File: config.mk
export PLATFORM = sky130hd
export DESIGN_NAME = cpu_flow_predecode_mode_tracker_flat
export DESIGN_NICKNAME = d
export VERILOG_FILES = /design/src/sv/pmt_pkg.sv /design/src/sv/pmt_cfg_if.sv /design/src/sv/pmt_instr_if.sv /design/src/sv/pmt_result_if.sv /design/src/sv/cpu_flow_predecode_mode_tracker.sv /design/src/flat_wrapper.sv
export VERILOG_INCLUDE_DIRS = /design/src /design/src/sv
export SDC_FILE = /design/constraint.sdc
export NUM_CORES = 1
export LEC_CHECK = 0
export BUFFER_PORTS_ARGS = -buffer_cell sky130_fd_sc_hd__buf_2
export CAP_MARGIN = 20
export CORE_UTILIZATION = 55
export DETAILED_ROUTE_END_ITERATION = 10
export PLACE_DENSITY = 0.81
export SLEW_MARGIN = 5
export SYNTH_ARGS = -nofsm -noshare
export SYNTH_HDL_FRONTEND = slang
export SYNTH_SLANG_ARGS = --single-unit
File: constraint.sdc
create_clock -name clk -period 3.98 [get_ports clk]
set_input_delay 0.398 -clock clk [delete_from_list [all_inputs] [get_ports clk]]
set_output_delay 0.398 -clock clk [all_outputs]
set_load 0.01 [all_outputs]
File: src/sv/assert_macros.svh
// Assertion macros used by the RTL top level.
`ifndef ASSERT_MACROS_SVH
`define ASSERT_MACROS_SVH

// Checked on every clock edge outside reset.
`define ASSERT_CLKD(name, clk, rst, prop, msg) \
  name: assert property (@(posedge clk) disable iff (rst) prop) else $error(msg);

// Checked on every clock edge, reset included.
`define ASSERT_ALWAYS(name, clk, prop, msg) \
  name: assert property (@(posedge clk) prop) else $error(msg);

`endif

File: src/sv/pmt_pkg.sv
// Types, opcodes and helpers for the 65816 predecode and mode tracker.
package pmt_pkg;

  typedef enum logic [2:0] {
    KIND_PLAIN  = 3'd0,
    KIND_COND   = 3'd1,
    KIND_JUMP   = 3'd2,
    KIND_CALL   = 3'd3,
    KIND_ICALL  = 3'd4,
    KIND_IJUMP  = 3'd5,
    KIND_RETURN = 3'd6,
    KIND_STOP   = 3'd7
  } flow_kind_t;

  localparam logic [7:0] OP_BPL      = 8'h10;
  localparam logic [7:0] OP_BMI      = 8'h30;
  localparam logic [7:0] OP_BVC      = 8'h50;
  localparam logic [7:0] OP_BVS      = 8'h70;
  localparam logic [7:0] OP_BCC      = 8'h90;
  localparam logic [7:0] OP_BCS      = 8'hb0;
  localparam logic [7:0] OP_BNE      = 8'hd0;
  localparam logic [7:0] OP_BEQ      = 8'hf0;
  localparam logic [7:0] OP_BRA      = 8'h80;
  localparam logic [7:0] OP_BRL      = 8'h82;
  localparam logic [7:0] OP_JMP_ABS  = 8'h4c;
  localparam logic [7:0] OP_JML      = 8'h5c;
  localparam logic [7:0] OP_JSR      = 8'h20;
  localparam logic [7:0] OP_JSL      = 8'h22;
  localparam logic [7:0] OP_JSR_INDX = 8'hfc;
  localparam logic [7:0] OP_JMP_IND  = 8'h6c;
  localparam logic [7:0] OP_JMP_INDX = 8'h7c;
  localparam logic [7:0] OP_JML_IND  = 8'hdc;
  localparam logic [7:0] OP_RTS      = 8'h60;
  localparam logic [7:0] OP_RTL      = 8'h6b;
  localparam logic [7:0] OP_BRK      = 8'h00;
  localparam logic [7:0] OP_COP      = 8'h02;
  localparam logic [7:0] OP_RTI      = 8'h40;
  localparam logic [7:0] OP_WAI      = 8'hcb;
  localparam logic [7:0] OP_STP      = 8'hdb;
  localparam logic [7:0] OP_CLC      = 8'h18;
  localparam logic [7:0] OP_SEC      = 8'h38;
  localparam logic [7:0] OP_REP      = 8'hc2;
  localparam logic [7:0] OP_SEP      = 8'he2;
  localparam logic [7:0] OP_XCE      = 8'hfb;

  localparam logic [1:0] MAP_NONE     = 2'd0;
  localparam logic [1:0] MAP_RESET    = 2'd1;
  localparam logic [15:0] ROM_OFFSET_BASE = 16'h8000;
  localparam logic [6:0]  ROM_BANK_BASE   = 7'h40;

  // ROM region test: upper half of any bank, or the high banks (mirror bit ignored).
  function automatic logic addr_in_rom(input logic [1:0] map, input logic [23:0] addr);
    addr_in_rom = (map != MAP_NONE) &&
                  ((addr[15:0] >= ROM_OFFSET_BASE) || (addr[22:16] >= ROM_BANK_BASE));
  endfunction

endpackage

File: src/sv/pmt_cfg_if.sv
// Configuration write channel: map type.
interface pmt_cfg_if;
  logic       valid;
  logic       ready;
  logic [1:0] data;

  modport source (output valid, output data, input ready);
  modport sink   (input valid, input data, output ready);
endinterface

File: src/sv/pmt_instr_if.sv
// Instruction channel: one decoded-length instruction per transaction.
interface pmt_instr_if;
  logic        valid;
  logic        ready;
  logic [23:0] instruction_address;
  logic [7:0]  opcode;
  logic [7:0]  operand_first;
  logic [7:0]  operand_second;
  logic [7:0]  operand_third;
  logic [2:0]  length;

  modport source (output valid, output instruction_address, output opcode,
                  output operand_first, output operand_second, output operand_third,
                  output length, input ready);
  modport sink   (input valid, input instruction_address, input opcode,
                  input operand_first, input operand_second, input operand_third,
                  input length, output ready);
endinterface

File: src/sv/pmt_result_if.sv
// Result channel: flow info and tracked flags for one instruction.
interface pmt_result_if;
  logic        valid;
  logic        ready;
  logic [23:0] fallthrough_address;
  logic [23:0] target_address;
  logic [2:0]  flow_kind;
  logic        fallthrough_in_rom;
  logic        target_in_rom;
  logic [47:0] return_frame;
  logic        emulation_out;
  logic        accumulator_narrow;
  logic        index_narrow;
  logic        carry_out;
  logic        carry_known_out;

  modport source (output valid, output fallthrough_address, output target_address,
                  output flow_kind, output fallthrough_in_rom, output target_in_rom,
                  output return_frame, output emulation_out, output accumulator_narrow,
                  output index_narrow, output carry_out, output carry_known_out,
                  input ready);
  modport sink   (input valid, input fallthrough_address, input target_address,
                  input flow_kind, input fallthrough_in_rom, input target_in_rom,
                  input return_frame, input emulation_out, input accumulator_narrow,
                  input index_narrow, input carry_out, input carry_known_out,
                  output ready);
endinterface

File: src/sv/cpu_flow_predecode_mode_tracker.sv
// Top level: 65816 control-flow predecode with processor mode flag tracking.
//
//   channel | dir | carries
//   --------+-----+--------------------------------------------------
//   cfg     | in  | rom_map_type write, always ready
//   instr   | in  | address, opcode, three operand bytes, length
//   result  | out | fallthrough, target, kind, ROM hits, frame, flags
//
// Two register stages: the instruction register, then the result register.
// A result is registered as its instruction leaves the instruction register; one
// instruction per cycle runs while result.ready is high; flag update is few gates.
// Synchronous reset empties both stages and sets E, M, X, carry-known, map 1.
// A stalled result holds; the instruction register keeps filling behind it, and
// instr.ready drops only when both stages are full and result.ready is low.
module cpu_flow_predecode_mode_tracker (
  input  logic         clk,
  input  logic         rst,
  pmt_cfg_if.sink      cfg,
  pmt_instr_if.sink    instr,
  pmt_result_if.source result
);
  import pmt_pkg::*;
  `include "assert_macros.svh"

  // map type
  logic [1:0] rom_map_type;

  // tracked processor flags
  logic emulation_flag, memory_width_flag, index_width_flag, carry_flag, carry_valid;
  logic emulation_next, memory_width_next, index_width_next, carry_next, carry_valid_next;

  // instruction register
  logic        s1_valid;
  logic [23:0] s1_addr;
  logic [7:0]  s1_op, s1_b1, s1_b2, s1_b3;
  logic [2:0]  s1_len;

  logic advance;
  logic accept;

  // decode of the registered instruction
  logic [7:0]  bank;
  logic [15:0] off;
  logic [15:0] w16;
  logic [23:0] fall, rel8, rel16, abs16, lng;
  logic [23:0] target;
  flow_kind_t  kind;
  logic        has_target, follow;

  assign cfg.ready   = 1'b1;
  assign advance     = s1_valid && (!result.valid || result.ready);
  assign instr.ready = !s1_valid || advance;
  assign accept      = instr.valid && instr.ready;

  always_ff @(posedge clk) begin
    if (rst) begin
      rom_map_type <= MAP_RESET;
    end else if (cfg.valid) begin
      rom_map_type <= cfg.data;
    end
  end

  always_ff @(posedge clk) begin
    if (rst) begin
      s1_valid <= 1'b0;
    end else if (accept) begin
      s1_valid <= 1'b1;
    end else if (advance) begin
      s1_valid <= 1'b0;
    end
  end

  always_ff @(posedge clk) begin
    if (accept) begin
      s1_addr <= instr.instruction_address;
      s1_op   <= instr.opcode;
      s1_b1   <= instr.operand_first;
      s1_b2   <= instr.operand_second;
      s1_b3   <= instr.operand_third;
      s1_len  <= instr.length;
    end
  end

  always_comb begin
    bank  = s1_addr[23:16];
    off   = s1_addr[15:0];
    w16   = {s1_b2, s1_b1};
    fall  = {bank, off + {13'd0, s1_len}};
    rel8  = {bank, off + 16'd2 + {{8{s1_b1[7]}}, s1_b1}};
    rel16 = {bank, off + 16'd3 + w16};
    abs16 = {bank, w16};
    lng   = {s1_b3, w16};
  end

  always_comb begin
    kind       = KIND_PLAIN;
    target     = '0;
    has_target = 1'b0;
    follow     = 1'b1;
    case (s1_op)
      OP_BPL, OP_BMI, OP_BVC, OP_BVS, OP_BCC, OP_BCS, OP_BNE, OP_BEQ: begin
        kind = KIND_COND; target = rel8; has_target = 1'b1;
      end
      OP_BRA: begin
        kind = KIND_JUMP; target = rel8; has_target = 1'b1; follow = 1'b0;
      end
      OP_BRL: begin
        kind = KIND_JUMP; target = rel16; has_target = 1'b1; follow = 1'b0;
      end
      OP_JMP_ABS: begin
        kind = KIND_JUMP; target = abs16; has_target = 1'b1; follow = 1'b0;
      end
      OP_JML: begin
        kind = KIND_JUMP; target = lng; has_target = 1'b1; follow = 1'b0;
      end
      OP_JSR: begin
        kind = KIND_CALL; target = abs16; has_target = 1'b1;
      end
      OP_JSL: begin
        kind = KIND_CALL; target = lng; has_target = 1'b1;
      end
      OP_JSR_INDX: begin
        kind = KIND_ICALL;
      end
      OP_JMP_IND, OP_JMP_INDX, OP_JML_IND: begin
        kind = KIND_IJUMP; follow = 1'b0;
      end
      OP_RTS, OP_RTL: begin
        kind = KIND_RETURN; follow = 1'b0;
      end
      OP_BRK, OP_COP, OP_RTI, OP_WAI, OP_STP: begin
        kind = KIND_STOP; follow = 1'b0;
      end
      default: begin
        kind = KIND_PLAIN;
      end
    endcase
  end

  // flag update for the instruction leaving the instruction register
  always_comb begin
    emulation_next    = emulation_flag;
    memory_width_next = memory_width_flag;
    index_width_next  = index_width_flag;
    carry_next        = carry_flag;
    carry_valid_next  = carry_valid;
    case (s1_op)
      OP_CLC: begin
        carry_next = 1'b0; carry_valid_next = 1'b1;
      end
      OP_SEC: begin
        carry_next = 1'b1; carry_valid_next = 1'b1;
      end
      OP_REP: begin
        if (s1_len > 3'd1) begin
          if (s1_b1[5]) memory_width_next = 1'b0;
          if (s1_b1[4]) index_width_next  = 1'b0;
          // emulation mode forces 8-bit registers
          if (emulation_flag) begin
            memory_width_next = 1'b1;
            index_width_next  = 1'b1;
          end
        end
      end
      OP_SEP: begin
        if (s1_len > 3'd1) begin
          if (s1_b1[5]) memory_width_next = 1'b1;
          if (s1_b1[4]) index_width_next  = 1'b1;
        end
      end
      OP_XCE: begin
        if (carry_valid) begin
          emulation_next = carry_flag;
          carry_next     = emulation_flag;
          if (carry_flag) begin
            memory_width_next = 1'b1;
            index_width_next  = 1'b1;
          end
        end
      end
      default: begin
      end
    endcase
  end

  always_ff @(posedge clk) begin
    if (rst) begin
      emulation_flag    <= 1'b1;
      memory_width_flag <= 1'b1;
      index_width_flag  <= 1'b1;
      carry_flag        <= 1'b0;
      carry_valid       <= 1'b1;
    end else if (advance) begin
      emulation_flag    <= emulation_next;
      memory_width_flag <= memory_width_next;
      index_width_flag  <= index_width_next;
      carry_flag        <= carry_next;
      carry_valid       <= carry_valid_next;
    end
  end

  // result register
  always_ff @(posedge clk) begin
    if (rst) begin
      result.valid <= 1'b0;
    end else if (advance) begin
      result.valid <= 1'b1;
    end else if (result.ready) begin
      result.valid <= 1'b0;
    end
  end

  always_ff @(posedge clk) begin
    if (advance) begin
      result.fallthrough_address <= fall;
      result.target_address      <= target;
      result.flow_kind           <= kind;
      result.fallthrough_in_rom  <= follow && addr_in_rom(rom_map_type, fall);
      result.target_in_rom       <= has_target && addr_in_rom(rom_map_type, target);
      result.return_frame        <= (kind == KIND_CALL) ? {s1_addr, fall} : 48'd0;
      result.emulation_out       <= emulation_next;
      result.accumulator_narrow  <= memory_width_next;
      result.index_narrow        <= index_width_next;
      result.carry_out           <= carry_next;
      result.carry_known_out     <= carry_valid_next;
    end
  end

  `ASSERT_ALWAYS(a_emul_forces_narrow, clk,
    emulation_flag |-> (memory_width_flag && index_width_flag),
    "emulation mode with a 16-bit width flag")
  `ASSERT_CLKD(a_held_instr_kept, clk, rst,
    (s1_valid && !advance) |=> s1_valid,
    "stalled instruction register lost its transaction")
  `ASSERT_CLKD(a_frame_only_for_call, clk, rst,
    (result.valid && (result.flow_kind != KIND_CALL)) |-> (result.return_frame == 48'd0),
    "return frame on a non-call transaction")
  `ASSERT_CLKD(a_no_follow_rom, clk, rst,
    (result.valid && (result.flow_kind == KIND_JUMP || result.flow_kind == KIND_IJUMP ||
      result.flow_kind == KIND_RETURN || result.flow_kind == KIND_STOP))
      |-> !result.fallthrough_in_rom,
    "fallthrough flagged in ROM for a kind that does not fall through")

endmodule
File: src/flat_wrapper.sv
// flat-port wrapper written by rule: the top's interface ports become plain ports
module cpu_flow_predecode_mode_tracker_flat import pmt_pkg::*;
  (clk, rst, cfg_valid, cfg_data, cfg_ready, instr_valid, instr_instruction_address, instr_opcode, instr_operand_first, instr_operand_second, instr_operand_third, instr_length, instr_ready, result_valid, result_fallthrough_address, result_target_address, result_flow_kind, result_fallthrough_in_rom, result_target_in_rom, result_return_frame, result_emulation_out, result_accumulator_narrow, result_index_narrow, result_carry_out, result_carry_known_out, result_ready);
  pmt_cfg_if cfg_i ();
  pmt_instr_if instr_i ();
  pmt_result_if result_i ();
  input  logic clk;
  input  logic rst;
  input wire logic [$bits(cfg_i.valid)-1:0] cfg_valid;
  input wire logic [$bits(cfg_i.data)-1:0] cfg_data;
  output wire logic [$bits(cfg_i.ready)-1:0] cfg_ready;
  input wire logic [$bits(instr_i.valid)-1:0] instr_valid;
  input wire logic [$bits(instr_i.instruction_address)-1:0] instr_instruction_address;
  input wire logic [$bits(instr_i.opcode)-1:0] instr_opcode;
  input wire logic [$bits(instr_i.operand_first)-1:0] instr_operand_first;
  input wire logic [$bits(instr_i.operand_second)-1:0] instr_operand_second;
  input wire logic [$bits(instr_i.operand_third)-1:0] instr_operand_third;
  input wire logic [$bits(instr_i.length)-1:0] instr_length;
  output wire logic [$bits(instr_i.ready)-1:0] instr_ready;
  output wire logic [$bits(result_i.valid)-1:0] result_valid;
  output wire logic [$bits(result_i.fallthrough_address)-1:0] result_fallthrough_address;
  output wire logic [$bits(result_i.target_address)-1:0] result_target_address;
  output wire logic [$bits(result_i.flow_kind)-1:0] result_flow_kind;
  output wire logic [$bits(result_i.fallthrough_in_rom)-1:0] result_fallthrough_in_rom;
  output wire logic [$bits(result_i.target_in_rom)-1:0] result_target_in_rom;
  output wire logic [$bits(result_i.return_frame)-1:0] result_return_frame;
  output wire logic [$bits(result_i.emulation_out)-1:0] result_emulation_out;
  output wire logic [$bits(result_i.accumulator_narrow)-1:0] result_accumulator_narrow;
  output wire logic [$bits(result_i.index_narrow)-1:0] result_index_narrow;
  output wire logic [$bits(result_i.carry_out)-1:0] result_carry_out;
  output wire logic [$bits(result_i.carry_known_out)-1:0] result_carry_known_out;
  input wire logic [$bits(result_i.ready)-1:0] result_ready;
  assign cfg_i.valid = cfg_valid;
  assign cfg_i.data = cfg_data;
  assign cfg_ready = cfg_i.ready;
  assign instr_i.valid = instr_valid;
  assign instr_i.instruction_address = instr_instruction_address;
  assign instr_i.opcode = instr_opcode;
  assign instr_i.operand_first = instr_operand_first;
  assign instr_i.operand_second = instr_operand_second;
  assign instr_i.operand_third = instr_operand_third;
  assign instr_i.length = instr_length;
  assign instr_ready = instr_i.ready;
  assign result_valid = result_i.valid;
  assign result_fallthrough_address = result_i.fallthrough_address;
  assign result_target_address = result_i.target_address;
  assign result_flow_kind = result_i.flow_kind;
  assign result_fallthrough_in_rom = result_i.fallthrough_in_rom;
  assign result_target_in_rom = result_i.target_in_rom;
  assign result_return_frame = result_i.return_frame;
  assign result_emulation_out = result_i.emulation_out;
  assign result_accumulator_narrow = result_i.accumulator_narrow;
  assign result_index_narrow = result_i.index_narrow;
  assign result_carry_out = result_i.carry_out;
  assign result_carry_known_out = result_i.carry_known_out;
  assign result_i.ready = result_ready;
  cpu_flow_predecode_mode_tracker u_core (.clk(clk), .rst(rst), .cfg(cfg_i), .instr(instr_i), .result(result_i));
endmodule
==> out/metrics.cfg, run 1 <==
[critical_path]
crit_arrival_ns=3.22
worstPathRequired_ns=4.24
crit_fanout=4
timing.rr.start=u_core.s1_addr[1]
crit_type=flop to flop
crit_path_start_kind=flop
startpoint=u_core.s1_addr[1]
worst_setup_path_end_kind=flop

[power]
clock_power_share_pct=39.2
p_per_area_nw_per_um2=450
p_int_uw=3200
swShare_pct=26.2
p_seq_share_pct=47.9
switching_power_uw=1140
power_frac_comb_pct=12.9
leakage_uw=0.00385
total_power_uw=4340
peakVddDrop_mv=0.307

[cells_and_area]
final_util_pct=68.5
design_area_sq_um=9650
nets=903
mostFrequentLayoutCell=buf_2
n_fill_cell=1040
syn_to_final_growth_pct=19.6
drive_above_1_share_pct=28.4
final_cell_mix=buf_2, edfxtp_1, ha_1
antennaDiodeCount=0

[floorplan]
die_width_microns=123
num_rows=43
start_util_pct=57.3
dieArea_sq_um=15200
die_h_microns=123
ios=175
core-area_sq_um=14100

[synth]
syn_area_per_cell_sq_um=13.1
postSynthCellCount=618
yosysSeqAreaShare_pct=60.7
synth_edf_count=157
syn_area_sq_um=8070
yosys_warnings=0
synth_fp_nets=735
yosysUniqueCellTypes=63
ys_ff_latch=166
synth-async-reset-ratio_pct=0
synth_ff_type=edfxtp_1

[clocking]
ctsLongestPathBuffers=2
path_clk_slew_ns=0.07
clock-sinks=166
cts_resized=0
numCtsBuffers=17
ctsHoldBuffers=0
cts_tree=built
cts_setup_buffers=0
h-tree-depth=4
cts-root-buf=clkbuf_16
clk_latency_ns=0.43

[route]
avgViaCountPerCell=5.67
postRouteAntennaNets=0
wl_per_cell_microns=18.5
routed_wl_microns=18100
first_pass_iters=4
drt_iter0_markers=472
vias=5547
drc=0

[sta]
fmaxAchievable_mhz=338
setup_tns_ns=0
post-route-min-period_ns=2.96
setup_viol=0
drv_slew=0
max_slew_margin_pct=29.5
tightestPinTransition_ns=1.06
hold_viol_final=0
fin_hold_ws_ns=0.139
fin_worst_skew_ns=0.00595
grt_setup_unrepaired=false
period_share_pct=74.3

[worst_hold_path]
worstHoldStart=instr_length[2]
hp-class=input port to flop

[placed_design]
postPlaceCellArea_sq_um=9040
hpwl_microns=13100
gp_congestion=0.897
io_buffers=173

[run]
max_cap_viol_count=0

[global_routing]
grt_pass1_wl_microns=26900
gr-total-overflow=0
grt_max_degree=72
grt_antenna_before_repair=0
grt_use_total_pct=24.4
grt_pass1_vias=5096

[run_status]
status=completed

flip-flops by register name, indices dropped and copies added, names as in the netlist, 2 cells and up:
signal                             count
u_core.s1_b3                           8
u_core.result.fallthrough_address     24
u_core.s1_b2                           8
u_core.result.flow_kind                3
u_core.rom_map_type                    2
u_core.s1_addr                        24
u_core.result.target_address          24
u_core.s1_b1                           8
u_core.result.return_frame            40
u_core.s1_op                           8
u_core.s1_len                          3
cells in the mapped netlist, types with 10 or more instances:
cell type / number / area, sq um
edfxtp_1: 157 / 4710
ha_1: 48 / 601
and2_1: 45 / 282
nand2_1: 43 / 161
nor2_1: 34 / 128
xnor2_1: 29 / 254
a21oi_1: 26 / 130
inv_1: 23 / 86.3
o21ai_0: 17 / 85.1
a21o_1: 10 / 75.1
nand3_1: 10 / 50.1
metrics by stage:
| stage | worst slack, ns | std cells |
|---|---|---|
| final | 1.02 | 979 |
| after CTS | 1.03 | 979 |
| after global routing | 0.833 | 979 |
| after detailed placement | 1.11 | 947 |
| after floorplan | 0.832 | 618 |
| after global placement | 1.21 | 947 |
per-layer routing:
layer,track usage (%),vias up,wire length (microns)
li1,-,2649,-
met1,33.3,2630,7750
met2,37.2,235,8530
met3,6.09,33,1350
met4,10.3,0,501
met5,0,-,0
critical path, cell delays in order, from the launching register on:
cell      delay [ns]
edfxtp_1        0.35
inv_1           0.09
ha_1            0.28
inv_1           0.06
ha_1            0.25
fa_1            0.46
a211oi_1        0.31
o211ai_1        0.14
and2_1          0.21
a31oi_1         0.22
xnor2_1         0.14
nand2_1         0.08
a31oi_1         0.22
cell families after synthesis:
kind of cell	synth area share, %
AO/OA/AOI/OAI	11.7
adder cells (fa/ha/maj)	8.19
multiplexers	1.02
AND/OR/NAND/NOR	11.6
flip-flops	60.7
other	0.0465
buffers and inverters	2.93
XOR/XNOR	3.91
path summary, 6_finish.rpt:
check	end	slack, ns	cells past startpoint
worst min register to register	u_core.result.fallthrough_address[23]	0.48	0
worst min-delay path	u_core.s1_len[2]	0.14	1
worst max register to register	u_core.result.target_in_rom	1.02	12
worst max-delay path	u_core.result.target_in_rom	1.02	12
cell type report:
cell class	instances	area (sq um)	share of cell area, %
Multi-Input combinational cell	402	2940	30.5
Sequential cell	166	4890	50.7
Tap cell	180	225	2.33
Clock buffer	17	425	4.41
Clock inverter	15	189	1.96
Timing Repair Buffer	176	888	9.20
Inverter	23	88.8	0.920
power by group through the flow:
stage	combinational (uW)	clock, uW	sequential [uW]
finish	558	1700	2080
global route	616	1780	2090
CTS	557	1720	2080
detailed placement	554	0	2120
global placement	544	0	2110
floorplan	364	0	2130
(Power assumes the default switching activity.)
==> inputs of run 2 (changes only) <==
--- a/config.mk
+++ b/config.mk
@@ -8,9 +8,9 @@
 export LEC_CHECK = 0
 export BUFFER_PORTS_ARGS = -buffer_cell sky130_fd_sc_hd__buf_2
 export CAP_MARGIN = 20
-export CORE_UTILIZATION = 55
+export CORE_UTILIZATION = 50
 export DETAILED_ROUTE_END_ITERATION = 10
-export PLACE_DENSITY = 0.81
+export PLACE_DENSITY = 0.77
 export SLEW_MARGIN = 5
 export SYNTH_ARGS = -nofsm -noshare
 export SYNTH_HDL_FRONTEND = slang
==> constraint.sdc (replaced) <==
create_clock -name clk -period 2.5 [get_ports clk]
set_input_delay 0.25 -clock clk [delete_from_list [all_inputs] [get_ports clk]]
set_output_delay 0.25 -clock clk [all_outputs]
set_load 0.01 [all_outputs]
==> run 2 against run 1 <==
Effect of this change: register-to-register slack lost 1.1 ns; sequential power increased by 58%; the run now ends with setup timing left; global-route usage increased by 0.81 points; largest power group unchanged; clock-buffer cell count increased by 1; design area increased by 18%; largest cell class unchanged; highest routed layer unchanged; critical path type unchanged; final cell count increased by 19%.
==> out/metrics.cfg, run 2 (synthesis gave the netlist of run 1 again) <==
[run_status]
status=finished with violations
violations=setup timing

[power]
clock_power_share_pct=35.8  ; -3.4 points
p_seq_share_pct=45.5  ; -2.4 points
p_per_area_nw_per_um2=636  ; +42%
p_int_uw=5290  ; +65%
leakage_uw=0.00455  ; +18%
swShare_pct=26.8  ; +0.54 points
power_frac_comb_pct=18.7  ; +5.8 points
peakVddDrop_mv=0.512  ; +67%
switching_power_uw=1940  ; +70%

[global_routing]
grt_use_total_pct=25.2  ; +0.81 points
grt_pass1_vias=5939  ; +17%
grt.busiest_layer=met2
use_met3_pct=4.62  ; -1.5 points
grt_max_degree=87  ; +21%
grt_use_met1_pct=34.1  ; +0.82 points
grt_pass1_wl_microns=31200  ; +16%
grt_antenna_before_repair=0  ; unchanged
gr-total-overflow=0  ; unchanged
met2_usage_pct=40.6  ; +3.4 points

[sta]
fin_ws_ns=-0.112  ; -1.13 ns
fin_hold_ws_ns=0.0239  ; -0.115 ns
max_slew_margin_pct=62.4  ; +33 points
period_share_pct=104  ; +30 points
drv_slew=0  ; unchanged
setup_viol=7  ; +7
grt_setup_unrepaired=true
tightestPinTransition_ns=0.563  ; -0.494 ns
fin_worst_skew_ns=0.0113  ; +0.00533 ns
hold_viol_final=0  ; unchanged
fmaxAchievable_mhz=383  ; +13%
post-route-min-period_ns=2.61  ; -0.346 ns

[critical_path]
crit_arrival_ns=2.79  ; -0.43 ns
crit_buf_inv=2  ; unchanged
crit_fanout=3  ; -1
startpoint=u_core.s1_b1[1]
slowest_stage=fa_2
rrSetupSlack_ns=-0.11  ; -1.13 ns
path_cells=inv_2 -> ha_4 -> inv_4 -> ha_4 -> fa_2 -> a211oi_4 -> o211ai_1 -> nand2_2 -> o21a_1 -> o21ai_2 -> xnor2_1 -> o21ai_1
crit_type=flop to flop
critPathMostFrequentCell=ha_4
worstPathRequired_ns=2.67  ; -1.57 ns
timing.rr.start=u_core.s1_b1[1]
crit_path_max_incr_delay_ns=0.41  ; -0.05 ns
rr_worst_depth=12  ; unchanged
crit_family=adder cells
worst_setup_path_end_kind=flop
worstReg2RegEnd=u_core.result.target_address[13]
crit_path_start_kind=flop

[clocking]
cts-root-buf=clkbuf_16
ctsLongestPathBuffers=2  ; unchanged
h-tree-depth=4  ; unchanged
path_clk_slew_ns=0.06  ; about the same
clock-sinks=166  ; unchanged
numCtsBuffers=17  ; unchanged
cts_tree=built
clk_latency_ns=0.43  ; about the same

[route]
drc=0  ; unchanged
wl_per_cell_microns=18.1  ; -2.3%
routed_wl_microns=21000  ; +16%
drt_iter0_markers=453  ; -4.0%
vias=6267  ; +13%
postRouteAntennaNets=0  ; unchanged
avgViaCountPerCell=5.40  ; -4.7%
first_pass_iters=5  ; +1

[worst_hold_path]
hold_end=u_core.s1_b1[0]
hp-class=input port to flop
worstHoldStart=instr_operand_first[0]
holdPathStages=1  ; unchanged

[placed_design]
postPlaceCellArea_sq_um=9730  ; +7.7%
hpwl_microns=14500  ; +11%
place_ws_ns=-0.217  ; -1.33 ns
io_buffers=173  ; unchanged
gp_congestion=0.889  ; -0.87%

[floorplan]
ios=175  ; unchanged
die_h_microns=129  ; +4.8%
die_width_microns=129  ; +4.8%
num_rows=46  ; +7.0%
dieArea_sq_um=16700  ; +9.8%
start_util_pct=51.0  ; -6.3 points
core-area_sq_um=15800  ; +12%

[cells_and_area]
drive_above_1_share_pct=39.4  ; +11 points
antennaDiodeCount=0  ; unchanged
mostFrequentLayoutCell=buf_2
largest_reg_flops=40  ; unchanged
top_register=u_core.result.return_frame
nets=1049  ; +16%
syn_to_final_growth_pct=40.8
final_cell_mix=buf_2, edfxtp_1, buf_4
design_area_sq_um=11400  ; +18%

[run]
max_cap_viol_count=0  ; unchanged

==> run 2: changes by cell type in the layout (fill, tap and decap cells not counted), sizes merged <==
cell         change
clkinvlp         -2
clkbuf           +1
dlygate4sd3     +52
bufinv           -1
buf             +94
clkinv           +2
==> run 2: area by class of cell <==
| cell class | instances | area, sq um |
|---|---|---|
| Fill cell | 1080 | 4460 |
| Inverter | 23 | 92.6 |
| Timing Repair Buffer | 322 | 2150 |
| Tap cell | 216 | 270 |
| Clock buffer | 18 | 429 |
| Clock inverter | 14 | 158 |
| Sequential cell | 166 | 4900 |
| Multi-Input combinational cell | 402 | 3360 |
==> run 2: layer usage <==
metal | vias up | wire length, microns
met5 | - | 0
met1 | 3040 | 9230
met3 | 35 | 1100
met2 | 253 | 10200
met4 | 0 | 494
li1 | 2939 | -
==> run 2: power groups by stage <==
| stage | Sequential, uW | Combinational, uW | Clock [uW] |
|---|---|---|---|
| global placement | 3340 | 1060 | 0 |
| detailed placement | 3350 | 1090 | 0 |
| floorplan | 3380 | 587 | 0 |
| global route | 3300 | 1460 | 2710 |
| CTS | 3290 | 1220 | 2610 |
| finish | 3290 | 1350 | 2590 |
==> run 2: worst max path at each step <==
stage | endpoint | slack [ns] | depth (start not counted)
5_1_grt | u_core.result.target_in_rom | -0.23 | 12
4_1_cts | u_core.result.target_address[13] | -0.11 | 12
3_3_place_gp | u_core.result.target_in_rom | -0.25 | 10
6_report | u_core.result.target_address[13] | -0.11 | 12
3_5_place_dp | u_core.result.target_in_rom | -0.22 | 10
2_1_floorplan | u_core.emulation_flag | -0.04 | 4
==> run 2: what timing repair did <==
item                                    in CTS  in global routing
hold endpoints to repair                    50                  2
endpoints found under the setup margin      11                 11
setup buffers                                5                 10
hold buffers                                50                  2
gates resized for setup                     29                 39
cloned                                       0                  0
pin swaps                                   18                 26
==> run 2: per-stage QoR <==
stage	util, %	setup TNS [ns]	power [uW]	std cells
2_1_floorplan	-	-1.67	3970	618
3_3_place_gp	61.5	-1.03	4400	1062
3_5_place_dp	61.5	-1.37	4430	1062
4_1_cts	69.5	-0.492	7110	1149
5_1_grt	71.8	-1.51	7470	1161
6_report	71.8	-0.422	7230	1161
==> run 2: worst register-to-register path, delay by kind of cell (launching register included) <==
family / cells / cell delay (ns)
compound gates: 5 / 0.71
buf+inv: 2 / 0.10
fa+ha+maj: 3 / 0.84
xor+xnor: 1 / 0.18
flops: 1 / 0.38
simple gates: 1 / 0.14
